### src/rtl/cpu_eu_pkg.sv
// ----------------------------------------------------------------------------
// cpu_eu_pkg
// shared types, operation codes and constants of the execute unit
// ----------------------------------------------------------------------------
package cpu_eu_pkg;

	localparam int KindW = 6;
	localparam int QueueDepthDefault = 2;

	typedef enum logic [KindW-1:0] {
		K_ADC = 6'd0, K_SBC = 6'd1, K_AND = 6'd2, K_ORA = 6'd3, K_EOR = 6'd4,
		K_CMP = 6'd5, K_CPX = 6'd6, K_CPY = 6'd7, K_BIT = 6'd8,
		K_LDA = 6'd9, K_LDX = 6'd10, K_LDY = 6'd11,
		K_STA = 6'd12, K_STX = 6'd13, K_STY = 6'd14,
		K_ASLM = 6'd15, K_LSRM = 6'd16, K_ROLM = 6'd17, K_RORM = 6'd18,
		K_ASLA = 6'd19, K_LSRA = 6'd20, K_ROLA = 6'd21, K_RORA = 6'd22,
		K_INC = 6'd23, K_DEC = 6'd24, K_INX = 6'd25, K_INY = 6'd26,
		K_DEX = 6'd27, K_DEY = 6'd28,
		K_TAX = 6'd29, K_TAY = 6'd30, K_TXA = 6'd31, K_TYA = 6'd32,
		K_TSX = 6'd33, K_TXS = 6'd34,
		K_BPL = 6'd35, K_BMI = 6'd36, K_BVC = 6'd37, K_BVS = 6'd38,
		K_BCC = 6'd39, K_BCS = 6'd40, K_BNE = 6'd41, K_BEQ = 6'd42,
		K_JMP = 6'd43, K_JSR = 6'd44, K_RTS = 6'd45, K_BRK = 6'd46,
		K_RTI = 6'd47, K_PHA = 6'd48, K_PHP = 6'd49, K_PLA = 6'd50,
		K_PLP = 6'd51, K_CLC = 6'd52, K_SEC = 6'd53, K_CLI = 6'd54,
		K_SEI = 6'd55, K_CLV = 6'd56, K_NOP = 6'd57
	} kind_t;

	// front-end classification
	typedef enum logic [2:0] {
		C_ALU = 3'd0, C_STORE = 3'd1, C_RMW = 3'd2, C_BRANCH = 3'd3,
		C_PUSH = 3'd4, C_FLOW = 3'd5, C_NONE = 3'd6
	} cls_t;

	typedef struct packed {
		logic [KindW-1:0] kind;
		cls_t             cls;
		logic [7:0]       operand_byte;
		logic [15:0]      target_address;
		logic [15:0]      next_pc;
	} op_t;

	localparam logic [7:0]  SpReset   = 8'hFD;
	localparam logic [7:0]  FlagMask  = 8'hD7;
	localparam logic [7:0]  FlagsRst  = 8'h04;
	localparam logic [7:0]  PushBits  = 8'h30;
	localparam logic [7:0]  StackPage = 8'h01;

endpackage

### src/rtl/cpu_eu_front.sv
// ----------------------------------------------------------------------------
// cpu_eu_front
// classifies incoming instructions and queues them for the back end
// ----------------------------------------------------------------------------
module cpu_eu_front import cpu_eu_pkg::*; #(
	parameter int Depth = QueueDepthDefault
) (
	input  logic             clk,
	input  logic             arst_n,
	input  logic             in_valid,
	output logic             in_ready,
	input  logic [KindW-1:0] kind,
	input  logic [7:0]       operand_byte,
	input  logic [15:0]      target_address,
	input  logic [15:0]      next_pc,
	output logic             q_valid,
	input  logic             q_pop,
	output op_t              q_head
);
	localparam int AW = (Depth > 1) ? $clog2(Depth) : 1;

	op_t            mem_q [Depth];
	logic [AW-1:0]  wp_q, rp_q;
	logic [AW:0]    cnt_q;
	cls_t           cls;
	logic           push;

	always_comb begin
		unique case (kind) inside
			[K_STA:K_STY]:                cls = C_STORE;
			[K_ASLM:K_RORM], K_INC, K_DEC: cls = C_RMW;
			[K_BPL:K_BEQ]:                cls = C_BRANCH;
			K_JSR, K_BRK, K_PHA, K_PHP:   cls = C_PUSH;
			K_JMP, K_RTS, K_RTI:          cls = C_FLOW;
			[K_ADC:K_BIT], [K_LDA:K_LDY], [K_ASLA:K_RORA], [K_INX:K_TXS],
			K_PLA, K_PLP, [K_CLC:K_CLV]:  cls = C_ALU;
			default:                      cls = C_NONE;
		endcase
	end

	assign in_ready = (cnt_q != (AW+1)'(Depth));
	assign push     = in_valid && in_ready;
	assign q_valid  = (cnt_q != '0);
	assign q_head   = mem_q[rp_q];

	always_ff @(posedge clk) begin
		if (push) begin
			mem_q[wp_q] <= '{kind, cls, operand_byte, target_address, next_pc};
		end
	end

	always_ff @(posedge clk or negedge arst_n) begin
		if (!arst_n) begin
			wp_q  <= '0;
			rp_q  <= '0;
			cnt_q <= '0;
		end else begin
			if (push) wp_q <= (wp_q == AW'(Depth-1)) ? '0 : wp_q + 1'b1;
			if (q_pop) rp_q <= (rp_q == AW'(Depth-1)) ? '0 : rp_q + 1'b1;
			cnt_q <= cnt_q + (AW+1)'(push) - (AW+1)'(q_pop);
		end
	end

`ifndef NO_ASSERTIONS
	a_no_overflow: assert property (@(posedge clk) disable iff (!arst_n)
		cnt_q <= (AW+1)'(Depth)) else $error("queue count overflow");
	a_pop_valid: assert property (@(posedge clk) disable iff (!arst_n)
		q_pop |-> q_valid) else $error("pop from empty queue");
	a_cnt_step: assert property (@(posedge clk) disable iff (!arst_n)
		(push && !q_pop) |=> cnt_q == $past(cnt_q) + 1'b1)
		else $error("queue count did not advance");
`endif
endmodule

### config.mk
export PLATFORM = sky130hd
export DESIGN_NAME = cpu_eu_front
export DESIGN_NICKNAME = d
export VERILOG_FILES = /design/src/rtl/cpu_eu_pkg.sv /design/src/rtl/cpu_eu_front.sv
export SDC_FILE = /design/constraint.sdc
export NUM_CORES = 1
export LEC_CHECK = 0
export ABC_CLOCK_PERIOD_IN_PS = 4500
export BUFFER_PORTS_ARGS = -buffer_cell sky130_fd_sc_hd__buf_2
export CAP_MARGIN = 30
export CORE_MARGIN = 2
export CORE_UTILIZATION = 52
export CTS_CLUSTER_DIAMETER = 30
export DETAILED_ROUTE_END_ITERATION = 7
export GPL_ROUTABILITY_DRIVEN = 1
export GPL_TIMING_DRIVEN = 1
export PLACE_DENSITY = 0.79
export SYNTH_ARGS = -nofsm -noshare
export SYNTH_HDL_FRONTEND = slang
export SYNTH_SLANG_ARGS = --single-unit
### constraint.sdc
create_clock -name clk -period 4.5 [get_ports clk]
set_clock_uncertainty 0.15 [all_clocks]
set_input_delay 0 -clock clk [delete_from_list [all_inputs] [get_ports clk]]
set_output_delay 0 -clock clk [all_outputs]
set_load 0.02 [all_outputs]
==> flow_metrics.tcl <==
set metrics [dict create \
    fin_ws_ns 2.320 \
    synth_fp_nets 254 \
    grt_pass1_wl_um 11330 \
    drive_gt1_share_pct 46.41 \
    synth_edf_count 98 \
    yosysTopAreaCellShare_pct 74.71 \
    overflow 0 \
    hold_path.class "in -> reg" \
    vias_per_cell 4.931 \
    critPathLaunchType "flip-flop" \
    drc_errors 0 \
    tritoncts "built" \
    grt_util_met2_pct 31.36 \
    ir_worst_vdd_uv 312.9 \
    finalWirelength_um 7056 \
    hold_viol 0 \
    status "completed" \
    timing.rr.end "mem_q[0][1]" \
    reg2reg_depth 4 \
    yosysTopAreaCell "edfxtp_1" \
    pwr-share-comb_pct 34.6 \
    nets 409 \
    reg2reg_from "cnt_q[1]" \
    synth.area.top_cells "edfxtp_1 75%, mux2_2 13%, dfrtp_1 2.5%, mux2_1 1.4%, xnor2_1 0.89%" \
    htreeDepth 3 \
    initial_core_util_pct 54.02 \
    drt_iter0_drc 90 \
    seqPwrFrac_pct 45.3 \
    fillers 491 \
    use_met1_pct 21.50 \
    worst_pin_slew_ns 0.6853 \
    crit_fanout 26 \
    period_share_pct 48.44 \
    grt-busiest-layer "met2" \
    worstHoldStart "operand_byte[3]" \
    p_leak_uw 0.001999 \
    dr.pass1.iters 4 \
    end_kind "flip-flop" \
    fmax_ghz 0.4587 \
    synth_flop_cell "edfxtp_1" \
    die_w_um 91.03 \
    syn_area_per_cell_um2 19.50 \
    internal-power_uw 2063 \
    antenna_found_initial 0 \
    core_um2 7292 \
    ant_nets 0 \
    gp_congestion 0.7274 \
    seq_area_frac_synth_pct 77.26 \
    io_buffers 100 \
    ys_ff_latch 102 \
    min_period_ns 2.180 \
    utilization_pct 72.39 \
    synth_cells 202 \
    grt_pass1_vias 2370 \
    critical_path_class "reg -> reg" \
    worstHoldEndpoint "mem_q[0][35]" \
    die_h_um 91.03 \
    relSlewSlack_pct 54.20 \
    area_growth_pct 34.02 \
    swShare_pct 32.88 \
    ys_types 33 \
    grt_max_degree 31 \
    tns_ns 0 \
    powerDensity_nw_per_um2 582.2 \
    row_count 31 \
    hpwl_um 4248 \
    p_sw_uw 1010 \
    min_path_cells 2 \
    setup_viol 0 \
    r2r_slack_ns 2.32 \
    path_clk_slew_ns 0.10 \
    grt_use_total_pct 17.84 \
    dieArea_um2 8286 \
    slew_violations 0 \
    power_frac_clock_pct 20.1 \
    grtUsageMet3_pct 4.398 \
    num_vias 2273 \
    numCtsBuffers 9 \
    async_reset_ff_share_pct 3.922 \
    synth.most_common_cell "edfxtp_1" \
    cts_root_buf "clkbuf_8" \
    post_drt_wl_per_cell_um 15.31 \
    yosysWarningCount 0 \
    required_ns 4.38 \
    rsz0062_at_grt "false" \
    netlist_area_um2 3939 \
    antennaDiodeCount 0 \
    netlist_top_cells_count "98 x edfxtp_1, 44 x mux2_2" \
    insertion_delay_ns 0.35 \
    cp.arrival_ns 2.06 \
    dp_slack_ns 2.282 \
    io_pins 101 \
    cts_buffer_depth 2 \
    maxCapViolCount 0 \
    clock-sinks 102 \
]
==> stage by stage <==
stage,instances,hold WS [ns],total power [uW],instance area (um^2)
after global routing,461,0.2072,3215,5279
after global placement,393,-0.3438,2399,4518
after CTS,461,0.1998,3096,5279
after detailed placement,395,-0.3417,2454,4558
after floorplan,202,-0.4456,2112,3939
final,461,0.2088,3073,5279
==> worst max-delay path, cell delays in order, from the launching register on <==
cell and delay, ns:
dfrtp_1 0.41, nand2b_1 0.12, nand2_1 0.14, nor2_4 0.56, buf_4 0.45
==> power by group through the flow <==
stage                     Sequential [uW]  Clock, uW  Combinational [uW]
after floorplan                      1370          0                 746
after global placement               1450          0                 948
after detailed placement             1420          0                1040
after CTS                            1390        627                1070
after global routing                 1410        659                1140
final                                1390        619                1060
==> timing repair <==
| item | 4_1_cts | 5_1_grt |
|---|---|---|
| endpoints found under the setup margin | 0 | 0 |
| hold buffers | 50 | 0 |
| resized for setup | 0 | 0 |
| hold endpoints to repair | 105 | 0 |
| setup buffers | 0 | 0 |
==> final cells by class <==
class / count / area [um^2] / share of cell area, %
Clock inverter: 7 / 96.34 / 1.825
Clock buffer: 9 / 123.9 / 2.347
Sequential cell: 102 / 3044 / 57.67
Tap cell: 99 / 123.9 / 2.347
Inverter: 2 / 7.507 / 0.1422
Timing Repair Buffer: 153 / 1049 / 19.86
Multi-Input combinational cell: 89 / 834.6 / 15.81
==> flip-flops by register name, indices dropped and copies added (netlist names) <==
name	count
wp_q	1
rp_q	1
cnt_q	2
mem_q	98
==> routing by layer <==
metal,vias to the layer above,wire [um]
met2,73,3713
met5,-,0
met3,9,384
met1,1100,2857
met4,0,100
li1,1091,-
==> logic make-up (layout without fill, tap and decap cells) <==
group	Yosys count	in the layout	synth area share [%]
xor gates and xnor gates	5	5	1.112
and+or+nand+nor	20	20	2.764
buffers and inverters	11	171	1.779
DFF	102	102	77.26
adders and majority gates	3	3	0.9211
AOI/OAI and AO/OA	11	11	1.906
muxes	50	50	14.26
==> worst max path at each step <==
stage	depth (start not counted)	slack, ns	start	endpoint
2_1_floorplan	3	1.08	cnt_q[1]	mem_q[0][0]
3_3_place_gp	4	2.35	cnt_q[1]	mem_q[0][30]
3_5_place_dp	4	2.28	cnt_q[0]	mem_q[0][30]
4_1_cts	4	2.28	cnt_q[1]	mem_q[0][19]
5_1_grt	4	2.18	cnt_q[1]	mem_q[0][5]
6_report	4	2.32	cnt_q[1]	mem_q[0][1]
==> cells in the final DEF, fill, tap and decap left out, types with 2 or more instances in the layout <==
cell type / count
clkbuf_8: 9
dfrtp_1: 3
edfxtp_1: 98
nor2_1: 4
buf_2: 100
xnor2_1: 4
nand2_1: 5
o21ai_0: 2
buf_12: 2
clkinvlp_4: 2
nand2b_1: 3
a21oi_1: 3
mux2_1: 5
dlygate4sd3_1: 50
inv_1: 2
mux2_2: 44
bufinv_16: 2
ha_1: 2
Power figures use the tool's default switching activity.
